<file path="src/rtl/core/mbe_pkg.sv">
// ----------------------------------------------------------------------------
// mbe_pkg
// Shared constants, types and the sequencer program for the escape-time core.
// ----------------------------------------------------------------------------
`timescale 1ns / 1ps

package mbe_pkg;

  // field widths
  localparam int IN_W       = 29;
  localparam int OUT_W      = 16;
  localparam int Z_W        = 32;
  localparam int LIMIT_W    = 16;
  localparam int CFG_DATA_W = 32;
  localparam int CFG_ADDR_W = 3;

  // default parameter values
  localparam int FRAC_BITS_DEF  = 26;
  localparam int COUNT_BITS_DEF = 16;

  // register map (index is byte address / 4)
  localparam logic [CFG_ADDR_W-3:0] REG_ITER_LIMIT = '0;
  localparam logic [LIMIT_W-1:0]    LIMIT_RST      = 16'd255;

  // multiplier operand pairs
  typedef enum logic [1:0] {
    MUL_NONE,
    MUL_RR,
    MUL_II,
    MUL_RI
  } mul_op_t;

  // jump conditions
  typedef enum logic [2:0] {
    COND_NEVER,
    COND_ALWAYS,
    COND_START,
    COND_LIMIT,
    COND_ESC,
    COND_PUSH
  } cond_t;

  typedef logic [2:0] step_t;

  localparam step_t STEP_IDLE = 3'd0;
  localparam step_t STEP_SQR  = 3'd1;
  localparam step_t STEP_SQI  = 3'd2;
  localparam step_t STEP_CRS  = 3'd3;
  localparam step_t STEP_UPD  = 3'd4;
  localparam step_t STEP_DONE = 3'd5;

  // one control word of the program
  typedef struct packed {
    mul_op_t mul_op;
    logic    load;
    logic    update;
    logic    push;
    cond_t   cond;
    step_t   jmp;
    step_t   nxt;
  } ctrl_word_t;

  // controls from the sequencer to the datapath
  typedef struct packed {
    logic    load;
    mul_op_t mul_op;
    logic    update;
  } dp_ctrl_t;

  // status from the datapath to the sequencer
  typedef struct packed {
    logic esc;
    logic lim_hit;
  } dp_stat_t;

  // sequencer program: one word per step
  function automatic ctrl_word_t ucode_word(input step_t step);
    ctrl_word_t cw;
    cw = '{mul_op: MUL_NONE, load: 1'b0, update: 1'b0, push: 1'b0,
           cond: COND_ALWAYS, jmp: STEP_IDLE, nxt: STEP_IDLE};
    unique case (step)
      // wait for a point, clear the orbit
      STEP_IDLE: begin
        cw.load = 1'b1;
        cw.cond = COND_START;
        cw.jmp  = STEP_SQR;
        cw.nxt  = STEP_IDLE;
      end
      // zr*zr, leave when the count reached the limit
      STEP_SQR: begin
        cw.mul_op = MUL_RR;
        cw.cond   = COND_LIMIT;
        cw.jmp    = STEP_DONE;
        cw.nxt    = STEP_SQI;
      end
      // zi*zi
      STEP_SQI: begin
        cw.mul_op = MUL_II;
        cw.cond   = COND_NEVER;
        cw.nxt    = STEP_CRS;
      end
      // zr*zi, leave when |z|^2 > 4
      STEP_CRS: begin
        cw.mul_op = MUL_RI;
        cw.cond   = COND_ESC;
        cw.jmp    = STEP_DONE;
        cw.nxt    = STEP_UPD;
      end
      // z <= z*z + c, count up
      STEP_UPD: begin
        cw.update = 1'b1;
        cw.cond   = COND_ALWAYS;
        cw.jmp    = STEP_SQR;
        cw.nxt    = STEP_SQR;
      end
      // hand the count to the output register
      STEP_DONE: begin
        cw.push = 1'b1;
        cw.cond = COND_PUSH;
        cw.jmp  = STEP_IDLE;
        cw.nxt  = STEP_DONE;
      end
      default: begin
        cw.cond = COND_ALWAYS;
        cw.jmp  = STEP_IDLE;
      end
    endcase
    return cw;
  endfunction

endpackage

</file>
<file path="src/rtl/core/mbe_in_if.sv">
// ----------------------------------------------------------------------------
// mbe_in_if
// Point channel: valid/ready handshake carrying c in fixed point.
// ----------------------------------------------------------------------------
`timescale 1ns / 1ps

interface mbe_in_if;
  logic                             valid;
  logic                             ready;
  logic signed [mbe_pkg::IN_W-1:0]  c_real;
  logic signed [mbe_pkg::IN_W-1:0]  c_imag;

  modport source (output valid, output c_real, output c_imag, input ready);
  modport sink   (input valid, input c_real, input c_imag, output ready);
endinterface

</file>
<file path="src/rtl/core/mbe_out_if.sv">
// ----------------------------------------------------------------------------
// mbe_out_if
// Result channel: valid/ready handshake carrying the escape count.
// ----------------------------------------------------------------------------
`timescale 1ns / 1ps

interface mbe_out_if;
  logic                      valid;
  logic                      ready;
  logic [mbe_pkg::OUT_W-1:0] escape_count;

  modport source (output valid, output escape_count, input ready);
  modport sink   (input valid, input escape_count, output ready);
endinterface

</file>
<file path="src/rtl/core/mbe_datapath.sv">
// ----------------------------------------------------------------------------
// mbe_datapath
// Orbit registers, one shared 32x32 multiplier, update adders and counter.
// ----------------------------------------------------------------------------
`timescale 1ns / 1ps

module mbe_datapath #(
  parameter int FRAC_BITS  = mbe_pkg::FRAC_BITS_DEF,
  parameter int COUNT_BITS = mbe_pkg::COUNT_BITS_DEF
) (
  input  logic                              clk,
  input  mbe_pkg::dp_ctrl_t                 ctrl,
  input  logic signed [mbe_pkg::IN_W-1:0]   c_real,
  input  logic signed [mbe_pkg::IN_W-1:0]   c_imag,
  input  logic [mbe_pkg::LIMIT_W-1:0]       limit,
  output mbe_pkg::dp_stat_t                 stat,
  output logic [mbe_pkg::OUT_W-1:0]         count
);

  localparam int ZW     = mbe_pkg::Z_W;
  localparam int PW     = 2 * ZW;
  localparam int SW     = PW + 2;
  localparam int CW     = (COUNT_BITS > mbe_pkg::LIMIT_W) ? COUNT_BITS : mbe_pkg::LIMIT_W;
  localparam int THR_SH = 2 * FRAC_BITS + 2;
  localparam bit ESC_ON = (THR_SH < PW);
  localparam logic [PW-1:0] ESC_THR = ESC_ON ? (PW'(1) << THR_SH) : '0;
  localparam logic [CW-1:0] CNT_MAX = CW'({COUNT_BITS{1'b1}});
  localparam logic signed [SW-1:0] Z_MAX = SW'({1'b0, {(ZW-1){1'b1}}});
  localparam logic signed [SW-1:0] Z_MIN = -SW'({1'b0, {(ZW-1){1'b1}}}) - SW'(1);

  // clamp a wide sum into the orbit range
  function automatic logic signed [ZW-1:0] sat_z(input logic signed [SW-1:0] x);
    logic signed [ZW-1:0] r;
    if (x > Z_MAX) begin
      r = {1'b0, {(ZW-1){1'b1}}};
    end else if (x < Z_MIN) begin
      r = {1'b1, {(ZW-1){1'b0}}};
    end else begin
      r = x[ZW-1:0];
    end
    return r;
  endfunction

  logic signed [mbe_pkg::IN_W-1:0] c_real_r, c_imag_r;
  logic signed [ZW-1:0]            z_real_r, z_imag_r;
  logic signed [ZW-1:0]            z_real_nxt, z_imag_nxt;
  logic signed [PW-1:0]            sq_r_r, sq_i_r, cross_r;
  logic [COUNT_BITS-1:0]           n_r;
  logic signed [ZW-1:0]            mul_a, mul_b;
  logic signed [PW-1:0]            prod;
  logic signed [PW-1:0]            sr, si, cr;
  logic signed [SW-1:0]            sum_r, sum_i;
  logic [PW-1:0]                   mag;
  logic [CW-1:0]                   lim_eff, n_ext;

  // shared multiplier operand select
  always_comb begin
    mul_a = (ctrl.mul_op == mbe_pkg::MUL_II) ? z_imag_r : z_real_r;
    mul_b = (ctrl.mul_op == mbe_pkg::MUL_RR) ? z_real_r : z_imag_r;
    prod  = mul_a * mul_b;
  end

  // floor shifts back to the fixed-point grid, then add c and saturate
  always_comb begin
    sr         = sq_r_r >>> FRAC_BITS;
    si         = sq_i_r >>> FRAC_BITS;
    cr         = cross_r >>> (FRAC_BITS - 1);
    sum_r      = SW'(sr) - SW'(si) + SW'(c_real_r);
    sum_i      = SW'(cr) + SW'(c_imag_r);
    z_real_nxt = sat_z(sum_r);
    z_imag_nxt = sat_z(sum_i);
  end

  // escape test on the exact squares
  assign mag      = $unsigned(sq_r_r) + $unsigned(sq_i_r);
  assign stat.esc = ESC_ON && (mag > ESC_THR);

  // limit clamped to the counter range
  assign lim_eff      = (CW'(limit) < CNT_MAX) ? CW'(limit) : CNT_MAX;
  assign n_ext        = CW'(n_r);
  assign stat.lim_hit = (n_ext >= lim_eff);
  assign count        = n_ext[mbe_pkg::OUT_W-1:0];

  // orbit, products and count
  always_ff @(posedge clk) begin
    if (ctrl.load) begin
      c_real_r <= c_real;
      c_imag_r <= c_imag;
      z_real_r <= '0;
      z_imag_r <= '0;
      n_r      <= '0;
    end else if (ctrl.update) begin
      z_real_r <= z_real_nxt;
      z_imag_r <= z_imag_nxt;
      n_r      <= COUNT_BITS'(n_r + 1'b1);
    end
    case (ctrl.mul_op)
      mbe_pkg::MUL_RR: sq_r_r  <= prod;
      mbe_pkg::MUL_II: sq_i_r  <= prod;
      mbe_pkg::MUL_RI: cross_r <= prod;
      default: ;
    endcase
  end

endmodule

</file>
<file path="src/rtl/core/mandelbrot_escape_time.sv">
// ----------------------------------------------------------------------------
// mandelbrot_escape_time
// Escape-time count of one complex point, run by a small microcoded program.
//
//   channel | dir | handshake          | payload
//   in_ch   | in  | valid/ready        | c_real, c_imag (signed Q3.26, 29 b)
//   out_ch  | out | valid/ready        | escape_count (16 b)
//   cfg_*   | in  | APB write, pready=1| iteration_limit at byte address 0
//
// Each iteration runs three products on the shared 32x32 multiplier and
// one update step.
// One point is in work at a time; the next is taken once the count sits in
// the output register, which holds it until the sink takes it.
// Synchronous active-low reset returns to idle with the limit at 255.
// ----------------------------------------------------------------------------
`timescale 1ns / 1ps

module mandelbrot_escape_time #(
  parameter int FRAC_BITS  = mbe_pkg::FRAC_BITS_DEF,
  parameter int COUNT_BITS = mbe_pkg::COUNT_BITS_DEF
) (
  input  logic                               clk,
  input  logic                               rst_n,
  mbe_in_if.sink                             in_ch,
  mbe_out_if.source                          out_ch,
  input  logic                               cfg_psel,
  input  logic                               cfg_penable,
  input  logic                               cfg_pwrite,
  input  logic [mbe_pkg::CFG_ADDR_W-1:0]     cfg_paddr,
  input  logic [mbe_pkg::CFG_DATA_W-1:0]     cfg_pwdata,
  output logic [mbe_pkg::CFG_DATA_W-1:0]     cfg_prdata,
  output logic                               cfg_pready
);

  localparam int AW = mbe_pkg::CFG_ADDR_W;

  mbe_pkg::step_t              pc_r, pc_nxt;
  mbe_pkg::ctrl_word_t         cw;
  mbe_pkg::dp_ctrl_t           dp_ctrl;
  mbe_pkg::dp_stat_t           dp_stat;
  logic [mbe_pkg::LIMIT_W-1:0] limit_r;
  logic                        out_valid_r;
  logic [mbe_pkg::OUT_W-1:0]   out_count_r;
  logic [mbe_pkg::OUT_W-1:0]   count;
  logic                        accept, push, take, cfg_wr, reg_hit;

  // config port
  assign reg_hit    = (cfg_paddr[AW-1:2] == mbe_pkg::REG_ITER_LIMIT);
  assign cfg_wr     = cfg_psel && cfg_penable && cfg_pwrite && cfg_pready && reg_hit;
  assign cfg_pready = 1'b1;
  assign cfg_prdata = reg_hit ? mbe_pkg::CFG_DATA_W'(limit_r) : '0;

  // fetch the control word of the current step
  assign cw     = mbe_pkg::ucode_word(pc_r);
  assign accept = cw.load && in_ch.valid;
  assign push   = cw.push && (!out_valid_r || out_ch.ready);

  // jump condition
  always_comb begin
    unique case (cw.cond)
      mbe_pkg::COND_NEVER:  take = 1'b0;
      mbe_pkg::COND_ALWAYS: take = 1'b1;
      mbe_pkg::COND_START:  take = accept;
      mbe_pkg::COND_LIMIT:  take = dp_stat.lim_hit;
      mbe_pkg::COND_ESC:    take = dp_stat.esc;
      mbe_pkg::COND_PUSH:   take = push;
      default:              take = 1'b0;
    endcase
    pc_nxt = take ? cw.jmp : cw.nxt;
  end

  // datapath controls
  assign dp_ctrl.load   = accept;
  assign dp_ctrl.mul_op = cw.mul_op;
  assign dp_ctrl.update = cw.update;

  // handshakes
  assign in_ch.ready         = cw.load;
  assign out_ch.valid        = out_valid_r;
  assign out_ch.escape_count = out_count_r;

  // step counter, output register and limit register
  always_ff @(posedge clk) begin
    if (!rst_n) begin
      pc_r        <= mbe_pkg::STEP_IDLE;
      out_valid_r <= 1'b0;
      limit_r     <= mbe_pkg::LIMIT_RST;
    end else begin
      pc_r <= pc_nxt;
      if (push) begin
        out_valid_r <= 1'b1;
        out_count_r <= count;
      end else if (out_ch.ready) begin
        out_valid_r <= 1'b0;
      end
      if (cfg_wr) begin
        limit_r <= cfg_pwdata[mbe_pkg::LIMIT_W-1:0];
      end
    end
  end

  mbe_datapath #(
    .FRAC_BITS  (FRAC_BITS),
    .COUNT_BITS (COUNT_BITS)
  ) u_dp (
    .clk    (clk),
    .ctrl   (dp_ctrl),
    .c_real (in_ch.c_real),
    .c_imag (in_ch.c_imag),
    .limit  (limit_r),
    .stat   (dp_stat),
    .count  (count)
  );

endmodule
</file>
<file path="src/flat_wrapper.sv">
// flat-port wrapper written by rule: the top's interface ports become plain ports
module mandelbrot_escape_time_flat 
#(
  parameter int FRAC_BITS  = mbe_pkg::FRAC_BITS_DEF,
  parameter int COUNT_BITS = mbe_pkg::COUNT_BITS_DEF
)
  (clk, rst_n, cfg_psel, cfg_penable, cfg_pwrite, cfg_paddr, cfg_pwdata, cfg_prdata, cfg_pready, in_ch_valid, in_ch_c_real, in_ch_c_imag, in_ch_ready, out_ch_valid, out_ch_escape_count, out_ch_ready);
  mbe_in_if in_ch_i ();
  mbe_out_if out_ch_i ();
  input  logic clk;
  input  logic rst_n;
  input  logic cfg_psel;
  input  logic cfg_penable;
  input  logic cfg_pwrite;
  input  logic [mbe_pkg::CFG_ADDR_W-1:0] cfg_paddr;
  input  logic [mbe_pkg::CFG_DATA_W-1:0] cfg_pwdata;
  output logic [mbe_pkg::CFG_DATA_W-1:0] cfg_prdata;
  output logic cfg_pready;
  input wire logic [$bits(in_ch_i.valid)-1:0] in_ch_valid;
  input wire logic [$bits(in_ch_i.c_real)-1:0] in_ch_c_real;
  input wire logic [$bits(in_ch_i.c_imag)-1:0] in_ch_c_imag;
  output wire logic [$bits(in_ch_i.ready)-1:0] in_ch_ready;
  output wire logic [$bits(out_ch_i.valid)-1:0] out_ch_valid;
  output wire logic [$bits(out_ch_i.escape_count)-1:0] out_ch_escape_count;
  input wire logic [$bits(out_ch_i.ready)-1:0] out_ch_ready;
  assign in_ch_i.valid = in_ch_valid;
  assign in_ch_i.c_real = in_ch_c_real;
  assign in_ch_i.c_imag = in_ch_c_imag;
  assign in_ch_ready = in_ch_i.ready;
  assign out_ch_valid = out_ch_i.valid;
  assign out_ch_escape_count = out_ch_i.escape_count;
  assign out_ch_i.ready = out_ch_ready;
  mandelbrot_escape_time #(.FRAC_BITS(FRAC_BITS), .COUNT_BITS(COUNT_BITS)) u_core (.clk(clk), .rst_n(rst_n), .in_ch(in_ch_i), .out_ch(out_ch_i), .cfg_psel(cfg_psel), .cfg_penable(cfg_penable), .cfg_pwrite(cfg_pwrite), .cfg_paddr(cfg_paddr), .cfg_pwdata(cfg_pwdata), .cfg_prdata(cfg_prdata), .cfg_pready(cfg_pready));
endmodule
</file>
<file path="config.mk">
export PLATFORM = sky130hd
export DESIGN_NAME = mandelbrot_escape_time_flat
export DESIGN_NICKNAME = d
export VERILOG_FILES = /design/src/rtl/core/mbe_pkg.sv /design/src/rtl/core/mbe_in_if.sv /design/src/rtl/core/mbe_out_if.sv /design/src/rtl/core/mbe_datapath.sv /design/src/rtl/core/mandelbrot_escape_time.sv /design/src/flat_wrapper.sv
export SDC_FILE = /design/constraint.sdc
export NUM_CORES = 2
export LEC_CHECK = 0
export ABC_AREA = 1
export ABC_CLOCK_PERIOD_IN_PS = 17400
export BUFFER_PORTS_ARGS = -buffer_cell sky130_fd_sc_hd__buf_2
export CAP_MARGIN = 20
export CORE_ASPECT_RATIO = 1.4
export CORE_MARGIN = 4
export CORE_UTILIZATION = 55
export DETAILED_ROUTE_END_ITERATION = 12
export HOLD_SLACK_MARGIN = 0.02
export PLACE_DENSITY = 0.76
export SKIP_CTS_REPAIR_TIMING = 1
export SLEW_MARGIN = 20
export SYNTH_ARGS = -nofsm -noshare
export SYNTH_HDL_FRONTEND = slang
export SYNTH_SLANG_ARGS = --single-unit
</file>
<file path="constraint.sdc">
create_clock -name clk -period 17.4 [get_ports clk]
set_input_delay 0.87 -clock clk [delete_from_list [all_inputs] [get_ports clk]]
set_output_delay 0.87 -clock clk [all_outputs]
set_load 0.005 [all_outputs]
</file>
# == Word level (Yosys, flattened, before mapping) ==
# Cells that the tools add are included.
# totals
wordCells,70
regBits,366
# classes
n_bitwise,1
n_lt_le_gt_ge,7
eq_ne,13
addsub,5
n_reduce_logical,12
muxes,19
multipliers,1
# op_table
op,n
$mux W32,6
$add A39 B29 Y40,2
$gt A40 B32 Y1 const B,2
$lt A40 B32 Y1 const B,2
$add A64 B64 Y64,1
$gt A64 B55 Y1 const B,1
$mul A32 B32 Y64,1
$sub A38 B38 Y39,1
$mux W16,2
$pmux W3 S5,2
$add A16 B1 Y16 const B,1
$ge A16 B16 Y1,1
$lt A16 B16 Y1 const B,1
$eq A3 B2 Y1 const B,4
$eq A3 B3 Y1 const B,4
$eq A3 B1 Y1 const B,2
$pmux W2 S3,1
$pmux W3 S2,1
$logic_and A1 B1 Y1,5
$mux W1,5
$pmux W1 S5,1
$eq A2 B2 Y1 const B,2
$reduce_or A2 Y1,2
$logic_not A3 Y1,1
7 further kinds,7

# == Longest topological paths before layout ==
# logic_depth
ltp_word,5
depth_mapped,41
ltp_nobuf,39

# == Hierarchy ==
# Synthesis repeated with hierarchy kept, for this count alone.
# unflattened
hier_cells,7893
hier_area_um2,61666.6
# by_module_without_submodules
module,n_inst,area_per_inst_um2,seq_area_each_um2,cells_each
mbe_datapath,1,59982.5,8358.0,7702
mandelbrot_escape_time,1,1684.1,880.8,191

# == Least setup slack after synthesis ==
# OpenSTA, ideal clock, no wires.
# synth_timing
path_kind,register to register
from,reg u_core.pc_r[2]
to,"reg u_core.u_dp.cross_r[63], data pin"
setup_time_ps,269
arrival_ps,11037
stages_incl_launch_ff,31
required_time_ps,17131
n_path_buf,2
synth_period_minus_slack_ps,11306
slack_ps,6094
path_cell_list,dfxtp_1 inv_2 ha_1 nor2_1 inv_2 buf_2 o21ai_0 clkbuf_1 inv_1 nor2_1 fa_1 fa_1 fa_1 fa_1 inv_1 fa_1 inv_1 fa_1 inv_1 fa_1 fa_1 inv_1 ha_1 a21oi_1 o21ai_0 inv_1 nor2_1 a2111oi_0 o21ai_0 a31oi_1 xnor2_1
# synth_via
elab_chain_cells,5
# synth_lines
element,line,text
from (decl),mandelbrot_escape_time.sv:37,"mbe_pkg::step_t pc_r, pc_nxt;"
from (signal assigned),mandelbrot_escape_time.sv:85,pc_r <= mbe_pkg::STEP_IDLE;
from (signal assigned),mandelbrot_escape_time.sv:89,pc_r <= pc_nxt;
$eq A3 B2 Y1 or $eq A3 B1 Y1 (tied branches),mbe_pkg.sv:81,unique case (step)
$pmux W2 S3 (*),mbe_pkg.sv:81,
$eq A2 B2 Y1 or $eq A2 B1 Y1 (tied branches),"mbe_datapath.sv:58, mbe_datapath.sv:59",
"$mux W32, on equally long branches","mbe_datapath.sv:58, mbe_datapath.sv:59",
$mul A32 B32 Y64 (*),mbe_datapath.sv:60,prod = mul_a * mul_b;
via u_core.u_dp.prod[63],mbe_datapath.sv:50,logic signed [PW-1:0] prod;
to (signal assigned),mbe_datapath.sv:100,mbe_pkg::MUL_RI: cross_r <= prod;
to (decl),mbe_datapath.sv:47,"logic signed [PW-1:0] sq_r_r, sq_i_r, cross_r;"
# Mark *: on every way through the listed nets, which the timed path passes. The rest lies on a longest branch.
# A chain may end at the register's enable or synchronous reset.

# == Worst setup path in the final report ==
# layout_timing
from,reg u_core.pc_r[0]
to,"reg u_core.u_dp.sq_r_r[62], data pin"
# layout_via
elab_chain_cells,5
# layout_lines
element,line,text
$eq A3 B2 Y1 or $eq A3 B1 Y1 (tied branches),mbe_pkg.sv:81,
$pmux W2 S3 (*),mbe_pkg.sv:81,
$eq A2 B2 Y1 or $eq A2 B1 Y1 (tied branches),"mbe_datapath.sv:58, mbe_datapath.sv:59",
"$mux W32, on equally long branches","mbe_datapath.sv:58, mbe_datapath.sv:59",
$mul A32 B32 Y64 (*),mbe_datapath.sv:60,
via u_core.u_dp.prod[62],mbe_datapath.sv:50,
to (signal assigned),mbe_datapath.sv:98,mbe_pkg::MUL_RR: sq_r_r <= prod;
to (decl),mbe_datapath.sv:47,
# Marked as above.

==> out/metrics.csv <==
stage;metric;value;unit
placed_design;Cell Area, Placed;63200;µm²
setup_path;Worst setup EP type;flop;
layout;nets@finish;9051;
timing;slew margin rel.;17.7;%
timing;Max Slew Vio Count;0;
floorplanning;CORE AREA;110000;µm²
routing;met2 wire length;99.1;mm
setup_path;startpoint types;flop;
routing;drt pass-1 iters;9;
setup_path;critical path type;flop to flop;
hold_path;hold crit path type;input pin to flop;
yosys;Synth Instances;7438;
yosys;sequential element share of the synthesized area;15.2;%
yosys;Synth cell types;62;
grt;largest net degree at the start of global routing;78;
clock_tree;H-tree Lvls;1;
setup_path;Critical Path RT;17710;ps
clock_tree;clock-pin slew on the worst setup and hold paths;70;ps
clock_tree;clk sink count;341;
placed_design;HPWL Detailed;166;mm
setup_path;critical path data arrival time;12540;ps
grt;global-route wire length before repair;312;mm
timing;Fmax;81.7;MHz
floorplanning;I/O Pins;151;
clock_tree;Clock Tree Root;clkbuf_16;
yosys;cell area after synthesis;60800;µm²
timing;worst slew pin tran;1230;ps
floorplanning;Die ar.;116000;µm²
setup_path;Worst path depth;37;
layout;Cell Count, Final, Fillers Out;8971;
timing;period utilization;70.3;%
routing;vias;50603;
routing;wl on met1;68.7;mm
yosys;top post-synthesis cells by area;fa_1 37%, edfxtp_1 12%, inv_1 11%;
timing;clock skew;53.1;ps
clock_tree;clk buf depth;3;
routing;DR WL met3;18.1;mm
routing;top sig layer;met4;
timing;post-layout min period;12230;ps
flow_run;max cap viols;0;
placed_design;GP Congestion;1.01;
setup_path;Worst Setup EP;u_core.u_dp.sq_r_r[62];
yosys;Async S/R FF share, synth;0;%
grt;Overflow after GRT;0;
timing;Final setup viols;0;
setup_path;worst-path fanout max;45;
grt;initial antenna violation count;2;
floorplanning;Initial Util;55.4;%
routing;final WL;207;mm
yosys;most frequent cell after synthesis;inv_1;
yosys;Synth Register Bits;341;
clock_tree;number of buffers created by CTS;30;
setup_path;R2R setup slack;5170;ps
routing;initial drt markers;4187;
routing;Via density;5.64;
layout;Syn-to-layout area delta;5.60;%
floorplanning;Core Rows;144;
yosys;Post-synth EDFFs;241;
yosys;warnings from Yosys;0;
setup_path;Critical path origin;u_core.pc_r[0];
setup_path;worst reg2reg path depth;37;
routing;routed len/inst;23.1;µm
clock_tree;Worst-Skew Late Latency;660;ps
floorplanning;Die Span Y;402;µm
setup_path;worst path bufs/invs;12;
timing;unrepaired setup endpoints after global routing;no;
timing;Final Hold Fails;0;
timing;setup_tns;0;ps
layout;share of cells above drive strength 1;7.33;%
setup_path;r2r startpoint;u_core.pc_r[0];
placed_design;placed insts;8911;
yosys;post-synth top area share;36.9;%
setup_path;Crit path top cell by count;inv_1;
placed_design;pre-CTS setup slack;5610;ps
floorplanning;DIE WIDTH;289;µm
status;outcome;complete, no violations;
yosys;Top FF cell, synth;edfxtp_1;
layout;FILL cells;9915;
routing;DRC Markers;0;
placed_design;Port Buf Inserts;115;
setup_path;Slowest Stage Delay on Critical Path;1100;ps
yosys;Avg Synthesized Cell Area;8.18;µm²
yosys;synth cell count leaders;1729 x inv_1, 1512 x nand2_1, 1122 x fa_1;
grt;vias in the first global route;53599;
timing;post-route setup slack;5170;ps
grt;GRT Overall Usage;36.0;%
layout;fin area;64200;µm²
yosys;leading area contributor after synthesis;fa_1;
layout;area of the multi-input gates;44200;µm²
setup_path;CP delay by family, top;adder cells;
setup_path;RR Endpoint;u_core.u_dp.sq_r_r[62];
layout;register area;9240;µm²
clock_tree;CTS tree;yes;
routing;Final ANT Viol Nets;0;
setup_path;Worst path slowest cell;o21ai_2;
-- registers in the layout (all words and copies together), names as in the netlist, 3 cells and up --
register,flops
u_core.limit_r,16
u_core.out_ch.escape_count,16
u_core.pc_r,3
u_core.u_dp.c_imag_r,29
u_core.u_dp.c_real_r,29
u_core.u_dp.count,16
u_core.u_dp.cross_r,39
u_core.u_dp.sq_i_r,64
u_core.u_dp.sq_r_r,64
u_core.u_dp.z_imag_r,32
u_core.u_dp.z_real_r,32
-- through the flow --
stage	util [%]	hold slack [ps]
floorplan	-	437
global placement	57.5	474
detailed placement	57.5	476
CTS	58.4	360
global route	58.5	379
finish	58.5	387
-- routing by layer --
| metal | vias to the layer above | track usage [%] |
|---|---|---|
| met2 | 2685 | 60.6 |
| met1 | 24670 | 40.1 |
| met3 | 980 | 7.05 |
| li1 | 22268 | - |
| met4 | 0 | 27.3 |
| met5 | - | 0 |
-- worst reg2reg max path: cells and delay by family (launching register included) --
family	cells	cell delay, ps
fa+ha+maj	9	4300
buf+inv	12	2390
simple gates	7	800
flops	1	420
compound gates	8	3150
xor+xnor	1	830
-- how the worst min path moves through the flow --
stage | startpoint | end | slack, ps | depth (start not counted)
floorplan | u_core.u_dp.count[9] | u_core.out_ch.escape_count[9] | 440 | 0
global placement | u_core.u_dp.count[9] | u_core.out_ch.escape_count[9] | 470 | 0
detailed placement | u_core.u_dp.count[9] | u_core.out_ch.escape_count[9] | 480 | 0
CTS | in_ch_c_real[26] | u_core.u_dp.c_real_r[26] | 360 | 1
global route | in_ch_c_imag[27] | u_core.u_dp.c_imag_r[27] | 380 | 1
finish | in_ch_c_real[17] | u_core.u_dp.c_real_r[17] | 390 | 1
-- logic make-up (layout without fill, tap and decap cells) --
kind of cell / count (synthesis) / count (layout) / share of synthesized area (%)
other cells: 2 / 21 / 0.0123
compound gates: 722 / 722 / 7.09
simple gates: 2750 / 2750 / 18.5
fa+ha+maj: 1468 / 1468 / 44.0
buf+inv: 1984 / 2038 / 12.7
flops: 341 / 341 / 15.2
xor+xnor: 171 / 171 / 2.55
-- final cells by class --
class	instances	area share, %
multi-input cells	5128	68.8
flip-flops and latches	341	14.4
inverters	1775	10.4
well taps	1460	2.84
repair buffers	207	1.98
clock buffers	32	1.20
clock inverters	24	0.432
diodes	4	0.0156
-- cells in the final DEF, fill, tap and decap left out, drive strengths merged, types with 7 or more instances in the layout --
| cell type | instances |
|---|---|
| a21boi | 10 |
| a21o | 27 |
| a21oi | 348 |
| a31oi | 38 |
| and3 | 7 |
| buf | 207 |
| clkbuf | 32 |
| clkinv | 29 |
| conb | 17 |
| dfxtp | 100 |
| edfxtp | 241 |
| fa | 1122 |
| ha | 346 |
| inv | 1765 |
| nand2 | 1588 |
| nand3 | 134 |
| nand3b | 16 |
| nand4 | 40 |
| nor2 | 894 |
| nor3 | 44 |
| nor4 | 19 |
| o211ai | 16 |
| o21a | 14 |
| o21ai | 231 |
| o21bai | 24 |
| xnor2 | 66 |
| xor2 | 105 |
Power is left out: the tool's default activity adds up to more than one toggle a clock period on the data nets, which glitch-free logic cannot reach.
